File: config.mk
export PLATFORM = sky130hd
export DESIGN_NAME = bitmap_block_allocator
export DESIGN_NICKNAME = d
export VERILOG_FILES = /design/src/rtl/bba_pkg.sv /design/src/rtl/bba_ram.sv /design/src/rtl/bba_ffs.sv /design/src/rtl/bitmap_block_allocator.sv
export SDC_FILE = /design/constraint.sdc
export NUM_CORES = 1
export LEC_CHECK = 0
export ABC_AREA = 1
export BUFFER_PORTS_ARGS = -buffer_cell sky130_fd_sc_hd__buf_2
export CELL_PAD_IN_SITES_DETAIL_PLACEMENT = 1
export CELL_PAD_IN_SITES_GLOBAL_PLACEMENT = 2
export CORE_UTILIZATION = 32
export DETAILED_ROUTE_END_ITERATION = 8
export PLACE_DENSITY = 0.62
export SETUP_SLACK_MARGIN = 0.5
export SYNTH_ARGS = -nofsm -noshare
export SYNTH_HDL_FRONTEND = slang
export SYNTH_HIERARCHICAL = 1
export SYNTH_SLANG_ARGS = --single-unit
File: constraint.sdc
create_clock -name clk -period 12 [get_ports clk]
set_input_delay 1.2 -clock clk [delete_from_list [all_inputs] [get_ports clk]]
set_output_delay 1.2 -clock clk [all_outputs]
set_load 0.01 [all_outputs]
File: src/rtl/bba_pkg.sv
// Package for the bitmap block allocator: state, status and opcode codes,
// bitmap word geometry and the find-first-free result type.
// No dependencies.
package bba_pkg;

    // Bitmap word geometry: one RAM word holds this many used bits
    localparam int WORD_W  = 32;
    localparam int WORD_AW = 5;

    // Opcodes of an input word
    localparam logic OP_ALLOC = 1'b0;
    localparam logic OP_FREE  = 1'b1;

    // Status codes of a result word
    localparam logic [1:0] STAT_OK    = 2'd0;
    localparam logic [1:0] STAT_NOMEM = 2'd1;
    localparam logic [1:0] STAT_RANGE = 2'd2;

    // Control states
    typedef enum logic [1:0] {
        S_CLEAR,
        S_IDLE,
        S_CHECK,
        S_DONE
    } state_t;

    // Lowest free bit of one bitmap word
    typedef struct packed {
        logic               found;
        logic [WORD_AW-1:0] pos;
    } ffs_res_t;

endpackage

File: src/rtl/bba_ram.sv
// Generic single-port-write, single-port-read RAM with registered read data.
// No dependencies.
module bba_ram #(
    parameter int WIDTH = 32,
    parameter int DEPTH = 32
) (
    input  logic                                   clk,
    input  logic                                   we,
    input  logic [(DEPTH > 1 ? $clog2(DEPTH) : 1)-1:0] waddr,
    input  logic [WIDTH-1:0]                       wdata,
    input  logic                                   re,
    input  logic [(DEPTH > 1 ? $clog2(DEPTH) : 1)-1:0] raddr,
    output logic [WIDTH-1:0]                       rdata
);

    logic [WIDTH-1:0] mem [DEPTH];

    // Write port
    always_ff @(posedge clk)
    begin
        if (we)
        begin
            mem[waddr] <= wdata;
        end
    end

    // Registered read port
    always_ff @(posedge clk)
    begin
        if (re)
        begin
            rdata <= mem[raddr];
        end
    end

endmodule

File: src/rtl/bba_ffs.sv
// Find-first-free: lowest set bit of a candidate mask over one bitmap word.
// Depends on bba_pkg.
module bba_ffs (
    input  logic [bba_pkg::WORD_W-1:0] free_bits,
    output bba_pkg::ffs_res_t          res
);

    // Priority encoder, lowest index wins
    always_comb
    begin
        res.found = |free_bits;
        res.pos   = '0;
        for (int b = bba_pkg::WORD_W - 1; b >= 0; b--)
        begin
            if (free_bits[b])
            begin
                res.pos = bba_pkg::WORD_AW'(b);
            end
        end
    end

endmodule

File: src/rtl/bitmap_block_allocator.sv
// First-fit bitmap block allocator, top level.
// Depends on bba_pkg, bba_ram and bba_ffs.
//
// Usage:
//   Input channel (in_valid / in_stall): one word carries opcode and
//   block_index. Allocate grants the lowest free block below the active
//   count (min of total_blocks and NUM_BLOCKS); free clears one block.
//   Output channel (out_valid / out_stall): one result word per request,
//   allocated_block and status (ok, no free block, free index out of range).
//   Config channel (cfg_valid / cfg_ready): writes total_blocks; cfg_ready
//   is always high, writes belong in idle periods.
// Sequence:
//   RAM of 32-bit words with registered read data. A free reads its word
//   when accepted, then clears the bit if in range and goes to done; an
//   allocate reads words from word 0 up until one holds a free block or
//   the scan passes the active count. One request is in flight at a time;
//   in_stall is high until its result is loaded into the output register.
// Reset and stall:
//   After reset a clearing pass zeroes the RAM, one word per cycle, with
//   in_stall high. A stalled result holds in the output register; the next
//   request may be accepted meanwhile and its result waits in an internal
//   register until the output frees.
module bitmap_block_allocator #(
    parameter int NUM_BLOCKS = 1024
) (
    input  logic        clk,
    input  logic        rst_n,
    input  logic        in_valid,
    output logic        in_stall,
    input  logic        opcode,
    input  logic [9:0]  block_index,
    output logic        out_valid,
    input  logic        out_stall,
    output logic [9:0]  allocated_block,
    output logic [1:0]  status,
    input  logic        cfg_valid,
    output logic        cfg_ready,
    input  logic [10:0] total_blocks
);

    localparam int WORDS = (NUM_BLOCKS + bba_pkg::WORD_W - 1) / bba_pkg::WORD_W;
    localparam int AW    = (WORDS > 1) ? $clog2(WORDS) : 1;
    localparam int CNT_W = $clog2(NUM_BLOCKS + 1);
    localparam int CW    = (CNT_W > 11) ? CNT_W : 11;
    localparam int XW    = CNT_W + 6;

    bba_pkg::state_t state_reg, state_next;
    logic [AW:0]     w_reg, w_next;
    logic [10:0]     total_blocks_reg;
    logic            op_reg;
    logic [9:0]      idx_reg;
    logic [9:0]      res_block_reg, res_block_next;
    logic [1:0]      res_status_reg, res_status_next;
    logic            out_valid_reg, out_valid_next;
    logic [9:0]      out_block_reg;
    logic [1:0]      out_status_reg;

    logic                       ram_we, ram_re;
    logic [AW-1:0]              ram_waddr, ram_raddr;
    logic [bba_pkg::WORD_W-1:0] ram_wdata, ram_rdata;

    logic                       in_accept, out_load;
    logic [CW-1:0]              tb_wide, n_wide;
    logic [XW-1:0]              n_x, base_x, rem_x, idx_x, in_idx_x;
    logic [AW:0]                w_plus;
    logic [bba_pkg::WORD_W-1:0] range_mask, free_bits;
    bba_pkg::ffs_res_t          ffs;

    // Bitmap storage
    bba_ram #(
        .WIDTH(bba_pkg::WORD_W),
        .DEPTH(WORDS)
    ) u_map (
        .clk   (clk),
        .we    (ram_we),
        .waddr (ram_waddr),
        .wdata (ram_wdata),
        .re    (ram_re),
        .raddr (ram_raddr),
        .rdata (ram_rdata)
    );

    // Lowest free block in the word under scan
    bba_ffs u_ffs (
        .free_bits (free_bits),
        .res       (ffs)
    );

    // Active count and scan geometry
    assign tb_wide  = CW'(total_blocks_reg);
    assign n_wide   = (tb_wide < CW'(NUM_BLOCKS)) ? tb_wide : CW'(NUM_BLOCKS);
    assign n_x      = XW'(n_wide);
    assign base_x   = XW'({w_reg, {bba_pkg::WORD_AW{1'b0}}});
    assign rem_x    = n_x - base_x;
    assign idx_x    = XW'(idx_reg);
    assign in_idx_x = XW'(block_index);
    assign w_plus   = w_reg + (AW + 1)'(1);

    // Blocks at or above the active count count as used
    always_comb
    begin
        if (rem_x >= XW'(bba_pkg::WORD_W))
        begin
            range_mask = '1;
        end
        else
        begin
            range_mask = (bba_pkg::WORD_W'(1) << rem_x[bba_pkg::WORD_AW-1:0])
                         - bba_pkg::WORD_W'(1);
        end
    end

    assign free_bits = ~ram_rdata & range_mask;

    // Handshakes
    assign in_stall  = (state_reg != bba_pkg::S_IDLE);
    assign in_accept = in_valid && !in_stall;
    assign out_load  = (state_reg == bba_pkg::S_DONE) && (!out_valid_reg || !out_stall);
    assign cfg_ready = 1'b1;

    // Next state, RAM access and result
    always_comb
    begin
        state_next      = state_reg;
        w_next          = w_reg;
        res_block_next  = res_block_reg;
        res_status_next = res_status_reg;
        ram_we          = 1'b0;
        ram_waddr       = w_reg[AW-1:0];
        ram_wdata       = '0;
        ram_re          = 1'b0;
        ram_raddr       = '0;
        case (state_reg)
            bba_pkg::S_CLEAR:
            begin
                ram_we = 1'b1;
                w_next = w_plus;
                if (w_reg == (AW + 1)'(WORDS - 1))
                begin
                    state_next = bba_pkg::S_IDLE;
                end
            end
            bba_pkg::S_IDLE:
            begin
                if (in_accept)
                begin
                    ram_re = 1'b1;
                    w_next = '0;
                    if (opcode == bba_pkg::OP_FREE)
                    begin
                        ram_raddr = in_idx_x[AW+bba_pkg::WORD_AW-1:bba_pkg::WORD_AW];
                    end
                    state_next = bba_pkg::S_CHECK;
                end
            end
            bba_pkg::S_CHECK:
            begin
                res_block_next = '0;
                if (op_reg == bba_pkg::OP_FREE)
                begin
                    if (idx_x < n_x)
                    begin
                        ram_we          = 1'b1;
                        ram_waddr       = idx_x[AW+bba_pkg::WORD_AW-1:bba_pkg::WORD_AW];
                        ram_wdata       = ram_rdata &
                                          ~(bba_pkg::WORD_W'(1) <<
                                            idx_reg[bba_pkg::WORD_AW-1:0]);
                        res_status_next = bba_pkg::STAT_OK;
                    end
                    else
                    begin
                        res_status_next = bba_pkg::STAT_RANGE;
                    end
                    state_next = bba_pkg::S_DONE;
                end
                else if (base_x >= n_x)
                begin
                    res_status_next = bba_pkg::STAT_NOMEM;
                    state_next      = bba_pkg::S_DONE;
                end
                else if (ffs.found)
                begin
                    ram_we          = 1'b1;
                    ram_wdata       = ram_rdata | (bba_pkg::WORD_W'(1) << ffs.pos);
                    res_block_next  = {base_x[9:bba_pkg::WORD_AW], ffs.pos};
                    res_status_next = bba_pkg::STAT_OK;
                    state_next      = bba_pkg::S_DONE;
                end
                else
                begin
                    // Word full: fetch the next one
                    ram_re    = 1'b1;
                    ram_raddr = w_plus[AW-1:0];
                    w_next    = w_plus;
                end
            end
            bba_pkg::S_DONE:
            begin
                if (out_load)
                begin
                    state_next = bba_pkg::S_IDLE;
                end
            end
            default:
            begin
                state_next = bba_pkg::S_IDLE;
            end
        endcase
    end

    // Output valid tracking
    always_comb
    begin
        out_valid_next = out_valid_reg;
        if (out_load)
        begin
            out_valid_next = 1'b1;
        end
        else if (out_valid_reg && !out_stall)
        begin
            out_valid_next = 1'b0;
        end
    end

    // Control registers
    always_ff @(posedge clk or negedge rst_n)
    begin
        if (!rst_n)
        begin
            state_reg        <= bba_pkg::S_CLEAR;
            w_reg            <= '0;
            out_valid_reg    <= 1'b0;
            total_blocks_reg <= 11'd1024;
        end
        else
        begin
            state_reg     <= state_next;
            w_reg         <= w_next;
            out_valid_reg <= out_valid_next;
            if (cfg_valid && cfg_ready)
            begin
                total_blocks_reg <= total_blocks;
            end
        end
    end

    // Payload registers
    always_ff @(posedge clk)
    begin
        if (in_accept)
        begin
            op_reg  <= opcode;
            idx_reg <= block_index;
        end
        res_block_reg  <= res_block_next;
        res_status_reg <= res_status_next;
        if (out_load)
        begin
            out_block_reg  <= res_block_reg;
            out_status_reg <= res_status_reg;
        end
    end

    assign out_valid       = out_valid_reg;
    assign allocated_block = out_block_reg;
    assign status          = out_status_reg;

    // Failed requests never report a block number
    a_nomem_zero: assert property (@(posedge clk) disable iff (!rst_n)
        (out_valid && (status == bba_pkg::STAT_NOMEM || status == bba_pkg::STAT_RANGE))
        |-> (allocated_block == 10'd0))
        else $error("failed request reports nonzero block");

    // No request is taken during the clearing pass
    a_clear_stall: assert property (@(posedge clk) disable iff (!rst_n)
        (state_reg == bba_pkg::S_CLEAR) |-> in_stall)
        else $error("request accepted during clearing pass");

    // Bitmap is written only by the clearing pass or the check step
    a_write_state: assert property (@(posedge clk) disable iff (!rst_n)
        ram_we |-> (state_reg == bba_pkg::S_CLEAR || state_reg == bba_pkg::S_CHECK))
        else $error("bitmap write outside clear or check");

    // A held result does not change while the receiver stalls
    a_out_hold: assert property (@(posedge clk) disable iff (!rst_n)
        (out_valid && out_stall) |=> (out_valid && $stable(allocated_block)
                                      && $stable(status)))
        else $error("stalled result changed");

endmodule

==> summary.txt, run 1 <==
Routing
  – Via count: 33,220
  – Post-DRT Antenna Nets: 0
  – Routed len/inst: 25.20 um
  – Drt pass-1 iters: 5
  – Final WL: 164.1 mm
  – DRC viols: 0
  – DR iter-0 viols: 2,470
  – Drt via density: 5.100

Critical path
  – Worst reg-to-reg setup slack: 3.79 ns
  – WP data arrival: 8.69 ns
  – Crit Path Max Fanout: 54
  – Critical path class: flip-flop to flip-flop
  – Max incr delay on CP: 0.67 ns
  – CP startpoint kind: flip-flop
  – Worst path slowest cell: dfstp_2
  – R2r endpoint: u_map/rdata[25]
  – Reg2reg start: tb_wide[10]
  – Reg2Reg Depth: 33
  – Most frequent CP cell: nand2_1
  – WP data required: 12.48 ns
  – Critical path capture point type: flip-flop

Timing
  – Relative slew slack: 13.68%
  – Final setup fails: 0
  – RSZ-0062 raised after global routing: false
  – Period utilisation layout: 68.40%
  – Slew at the pin with the worst max-slew slack: 1.295 ns
  – TNS Setup: 0 ns
  – Worst setup margin: 3.792 ns
  – Fin. Hold Viols: 0
  – Period minus WS final: 8.208 ns
  – Skew final: 0.02221 ns
  – Pins over their slew limit: 0
  – Worst hold slack: 0.4179 ns
  – Fmax: 0.1218 GHz

Pwr
  – LEAKAGE: 20.05 nW
  – Peak supply drop: 0.0001099 V
  – Total Power: 10.42 mW
  – Power Density: 191.4 mW/mm2

Finish
  – Largest Register: u_map/mem
  – Layout cells sized above 1: 9.570%
  – Fin nets: 4,437
  – Max reg flops: 1,024
  – Util after Layout: 36.33%
  – Fillers: 16,310
  – Syn-to-layout area delta: 12.70%

Clocking
  – Post-cts resize count: 0
  – Setup repair bufs after CTS: 0
  – Root Driver: clkbuf_16
  – Maximum buffer depth of the clock tree: 3
  – Clk_lat worst skew: 0.75 ns
  – Clk slew on worst S/H paths: 0.06 ns
  – Sink Count: 1,111
  – CTS Buf Count: 120
  – Hold bufs inserted after CTS: 0
  – CTS H-tree lvls: 3
  – CTS tree: done

Die
  – Die W: 390.4 um
  – Initial core utilization: 32.24%
  – Die height: 390.4 um
  – Die area: 0.1524 mm2
  – # rows: 142
  – Floorplan core area: 0.1498 mm2
  – I/O Pins: 42

Logic synthesis
  – Library cells used by synthesis: 55
  – FFs w/ async S/R, synth: 1.800%
  – Cell taking the most area after synthesis: edfxtp_1
  – Avg Inst Size Synth: 11.00 um2
  – Primary FF master, synth: edfxtp_1
  – Warnings, synthesis: 6
  – Synth Cell Area: 0.04828 mm2
  – Synth cell count leaders: 1,603 x nand2_1, 1,091 x edfxtp_1, 865 x nand3_1
  – Synthesis-stage register bit count: 1,111
  – EDFF count, synth: 1,091
  – Seq/Total Area, Yosys: 68.89%
  – Gate Count Post-Synth: 4,390
  – Most frequent cell after synthesis: nand2_1
  – Top-area cell type share of the netlist area: 67.85%
  – Net Count, Synth: 4,439
  – Main area contributors after synthesis: edfxtp_1 68%, nand2_1 12%, nand3_1 9.0%

GRT
  – Grt ovf: 0
  – Vias in the first global route: 33,140
  – Initial antenna violation count: 9
  – Gr usage total: 21.46%
  – First-pass GRT wire length: 237.8 mm
  – Largest net degree at the start of global routing: 257

Placement
  – Pre-CTS setup slack: 3.729 ns
  – Number of port buffers: 40
  – Dpl hpwl: 88.15 mm
  – GP Congestion: 0.8347

Hold path
  – Hold WC Path Type: flip-flop to flip-flop
  – Cells on Worst Hold Path: 0
  – Hold_sp: res_block_reg[8]
  – Hold EP: allocated_block[8]

Run status
  – Status: finished, final reports clean

Run
  – Total of max-cap violations: 0
==> cell usage in the layout, fill, tap and decap left out, types with 42 or more instances in the layout <==
| master | synthesis | layout |
|---|---|---|
| nor2_1 | 149 | 114 |
| o21ai_0 | 66 | 66 |
| nand2_1 | 1603 | 1603 |
| buf_4 | 29 | 85 |
| nand3_1 | 865 | 865 |
| a21oi_1 | 53 | 42 |
| edfxtp_1 | 1091 | 1091 |
| inv_1 | 103 | 102 |
| clkbuf_16 | 0 | 123 |
==> metal layers <==
metal  routed length, um  global-route usage (%)  part of all wire, %
met1               79200                   31.25                   48
met2               75590                   34.27                   46
met3                6331                   2.302                  3.9
met4                3014                   4.856                  1.8
met5                   0                       0                    0
==> layout make-up <==
| class | instances | area, um2 | area share, % |
|---|---|---|---|
| Inverter | 123 | 535.5 | 0.9841 |
| Timing Repair Buffer | 129 | 918.4 | 1.688 |
| Clock inverter | 85 | 724.4 | 1.331 |
| Multi-Input combinational cell | 2903 | 13290 | 24.43 |
| Clock buffer | 142 | 3149 | 5.788 |
| Sequential cell | 1111 | 33260 | 61.13 |
| Antenna cell | 4 | 10.01 | 0.01840 |
| Tap cell | 2016 | 2522 | 4.636 |
==> per-stage QoR <==
stage | instances | area [um2]
2_1_floorplan | 4390 | 48280
3_3_place_gp | 6282 | 50520
3_5_place_dp | 6282 | 50520
4_1_cts | 6509 | 54400
5_1_grt | 6509 | 54400
6_report | 6513 | 54410
==> worst max path at each step <==
stage	slack (ns)	start	cells past startpoint	end
6_report	3.79	tb_wide[10]	33	u_map/rdata[25]
3_5_place_dp	3.73	tb_wide[10]	33	u_map/rdata[2]
2_1_floorplan	5.76	tb_wide[10]	51	u_map/mem[0][14]
5_1_grt	3.08	tb_wide[10]	33	u_map/rdata[2]
3_3_place_gp	3.89	tb_wide[10]	33	u_map/rdata[20]
4_1_cts	3.70	tb_wide[10]	33	u_map/rdata[2]
==> worst max-delay path: cells and delay by family, from the launching register on <==
kind | cells | cell delay [ns]
fa+ha+maj | 2 | 0.55
compound gates | 2 | 0.40
flops | 1 | 0.67
simple gates | 22 | 3.46
buf+inv | 7 | 2.67
==> kinds of logic (layout without fill, tap and decap cells) <==
family                   after synthesis  after routing  synth area share [%]
multiplexers                           2              2               0.04664
AO/OA/AOI/OAI                        180            180                 2.060
AND/OR/NAND/NOR                     2696           2696                 23.75
other                                  1              5              0.007767
buffers and inverters                376            479                 4.623
adder cells (fa/ha/maj)               22             22                0.5856
flip-flops                          1111           1111                 68.89
XOR/XNOR                               2              2               0.03629
==> report_power, final <==
part	leakage [nW]	switching, mW	internal [mW]
registers	10.6	0.118	4.75
clock network	1.89	1.57	2.10
logic	7.55	1.48	0.405
Note: power is estimated with default switching activity, not from simulation.
==> run 2, diff against run 1 <==
==> constraint.sdc (replaced) <==
create_clock -name clk -period 8.3 [get_ports clk]
set_input_delay 0.83 -clock clk [delete_from_list [all_inputs] [get_ports clk]]
set_output_delay 0.83 -clock clk [all_outputs]
set_load 0.01 [all_outputs]
==> summary.txt, run 2 (synthesis results as in run 1) <==
Run status
  – Status: finished, final reports clean

Routing
  – Drt pass-1 iters: 5 (unchanged)
  – Via count: 33,640 (+1.3%)
  – Drt via density: 5.141 (+0.80%)
  – DR iter-0 viols: 2,524 (+2.2%)
  – DRC viols: 0 (unchanged)
  – Final WL: 169.3 mm (+3.2%)
  – Routed len/inst: 25.88 um (+2.7%)
  – Post-DRT Antenna Nets: 0 (unchanged)

Timing
  – Period minus WS final: 7.180 ns (-1.028 ns)
  – Slew at the pin with the worst max-slew slack: 1.424 ns (+0.1290 ns)
  – Fin. Hold Viols: 0 (unchanged)
  – Relative slew slack: 4.852% (-8.8 points)
  – Skew final: 0.02839 ns (+0.006178 ns)
  – Final setup fails: 0 (unchanged)
  – Worst hold slack: 0.2411 ns (-0.1768 ns)
  – Pins over their slew limit: 0 (unchanged)
  – Fmax: 0.1393 GHz (+14%)
  – Period utilisation layout: 86.51% (+18 points)
  – TNS Setup: 0 ns (unchanged)
  – RSZ-0062 raised after global routing: false

Critical path
  – Crit Path Max Fanout: 100 (+85%)
  – CP startpoint kind: flip-flop
  – WP data required: 8.82 ns (-3.66 ns)
  – Most frequent CP cell: nand2_1
  – WP data arrival: 7.70 ns (-0.99 ns)
  – Crit path max-delay family: simple AND/OR/NAND/NOR gates
  – Worst path slowest cell: dfstp_2
  – Critical path class: flip-flop to flip-flop
  – Crit path buf inv count: 5 (-2)
  – Critical path capture point type: flip-flop
  – Max incr delay on CP: 0.67 ns (about the same)

Run
  – Total of max-cap violations: 0 (unchanged)

Finish
  – Fin nets: 4,469 (+0.72%)
  – Largest Register: u_map/mem
  – Commonest non-fill, non-tap cell in the layout: nand2_1
  – Syn-to-layout area delta: 13.84%
  – Commonest cells after routing, fill and taps aside: 1,603 x nand2_1, 1,091 x edfxtp_1, 865 x nand3_1
  – Fillers: 16,260 (-0.29%)
  – Max reg flops: 1,024 (unchanged)
  – Non-Filler Instances: 6,543 (+0.46%)
  – Layout cells sized above 1: 10.08% (+0.51 points)
  – Reg area: 0.03326 mm2 (unchanged)
  – Multi-input logic area: 0.01325 mm2 (-0.28%)

GRT
  – Gr usage total: 22.22% (+0.77 points)
  – First-pass GRT wire length: 244.7 mm (+2.9%)
  – Grt ovf: 0 (unchanged)
  – Global route hottest layer: met2
  – Vias in the first global route: 33,970 (+2.5%)
  – Global Route met1 Usage: 31.36% (+0.11 points)
  – Met2 Resource Use GR: 35.37% (+1.1 points)
  – Largest net degree at the start of global routing: 151 (-41%)
  – Initial antenna violation count: 7 (-2)
  – Met3 global-route usage: 3.073% (+0.77 points)

Pwr
  – Total Power: 15.30 mW (+47%)
  – Peak supply drop: 0.0002164 V (+97%)
  – Power Density: 278.4 mW/mm2 (+45%)
  – LEAKAGE: 20.31 nW (+1.3%)

Clocking
  – Root Driver: clkbuf_16
  – Clk_lat worst skew: 0.78 ns (+0.03 ns)
  – Maximum buffer depth of the clock tree: 3 (unchanged)
  – Sink Count: 1,111 (unchanged)
  – CTS H-tree lvls: 4 (+1)
  – Setup repair bufs after CTS: 0 (unchanged)
  – Clk slew on worst S/H paths: 0.06 ns (about the same)
  – CTS Buf Count: 130 (+8.3%)
  – CTS tree: done

Placement
  – Dpl hpwl: 92.45 mm (+4.9%)
  – Placed Instances: 6,303 (+0.33%)
  – Number of port buffers: 40 (unchanged)
  – GP Congestion: 0.8787 (+5.3%)

Die
  – # rows: 142 (unchanged)
  – Die height: 390.4 um (unchanged)
  – Die area: 0.1524 mm2 (unchanged)
  – Floorplan core area: 0.1498 mm2 (unchanged)
  – Die W: 390.4 um (unchanged)
  – I/O Pins: 42 (unchanged)
  – Initial core utilization: 32.24% (unchanged)

Hold path
  – Hold WC Path Type: input port to flip-flop
[run 2: cell count changes in the layout (fill, tap and decap cells not counted), moves of 5 or more]
cell       before  now
clkbuf_16     123  135
buf_12          4   24
clkinv_2       26   20
clkinv_1       39   34
inv_6           3    8
clkbuf_1       19   27
bufinv_16      11    5
[run 2: final timing paths]
path                                   from  slack (ns)  cells past startpoint                  to
max in group asynchronous             rst_n        7.35                      2         tb_wide[10]
setup reg to reg                tb_wide[10]        1.12                     31     u_map/rdata[22]
hold / removal               block_index[2]        0.24                      1          idx_reg[2]
setup / recovery                tb_wide[10]        1.12                     31     u_map/rdata[22]
hold reg to reg            res_block_reg[7]        0.42                      0  allocated_block[7]
min in group asynchronous             rst_n        0.57                      2        state_reg[1]
[run 2: per-layer routing]
layer | share of wire, % | wire length [um] | vias to the layer above
met4 | 2.8 | 4784 | 2
met3 | 4.3 | 7264 | 223
met5 | 0.0083 | 14 | -
li1 | - | - | 15320
met2 | 46 | 78140 | 758
met1 | 47 | 79140 | 17340
[run 2: power by group]
part           total (mW)  switching [mW]  internal, mW
clock                5.51            2.35          3.16
combinational        2.76            2.14         0.627
sequential           7.03           0.165          6.86
[run 2: timing repair]
| item | in CTS | in global routing |
|---|---|---|
| hold endpoints to repair | 2 | 0 |
| resized for setup | 0 | 0 |
| hold buffers | 1 | 0 |
[run 2: area by class of cell]
class                           instances  area share [%]
Antenna cell                            4         0.01821
Multi-Input combinational cell       2903           24.11
Clock inverter                         70          0.9560
Tap cell                             2016           4.589
Clock buffer                          165           6.405
Inverter                              123          0.9742
Timing Repair Buffer                  151           2.431
Sequential cell                      1111           60.51
[run 2: per-stage QoR]
| step | setup slack [ns] | cell area [um2] | utilization [%] |
|---|---|---|---|
| 2_1_floorplan | 2.060 | 48280 | - |
| 3_3_place_gp | 1.231 | 50900 | 33.98 |
| 3_5_place_dp | 1.142 | 50900 | 33.98 |
| 4_1_cts | 1.119 | 54960 | 36.69 |
| 5_1_grt | 0.5162 | 54960 | 36.69 |
| 6_report | 1.120 | 54970 | 36.70 |
[run 2: worst reg2reg max path: cells and delay by family (launching register included)]
family | cells | cell delay, ns
flip-flops | 1 | 0.67
buffers and inverters | 5 | 1.82
adder cells (fa/ha/maj) | 2 | 0.56
AO/OA/AOI/OAI | 2 | 0.43
AND/OR/NAND/NOR | 22 | 3.46
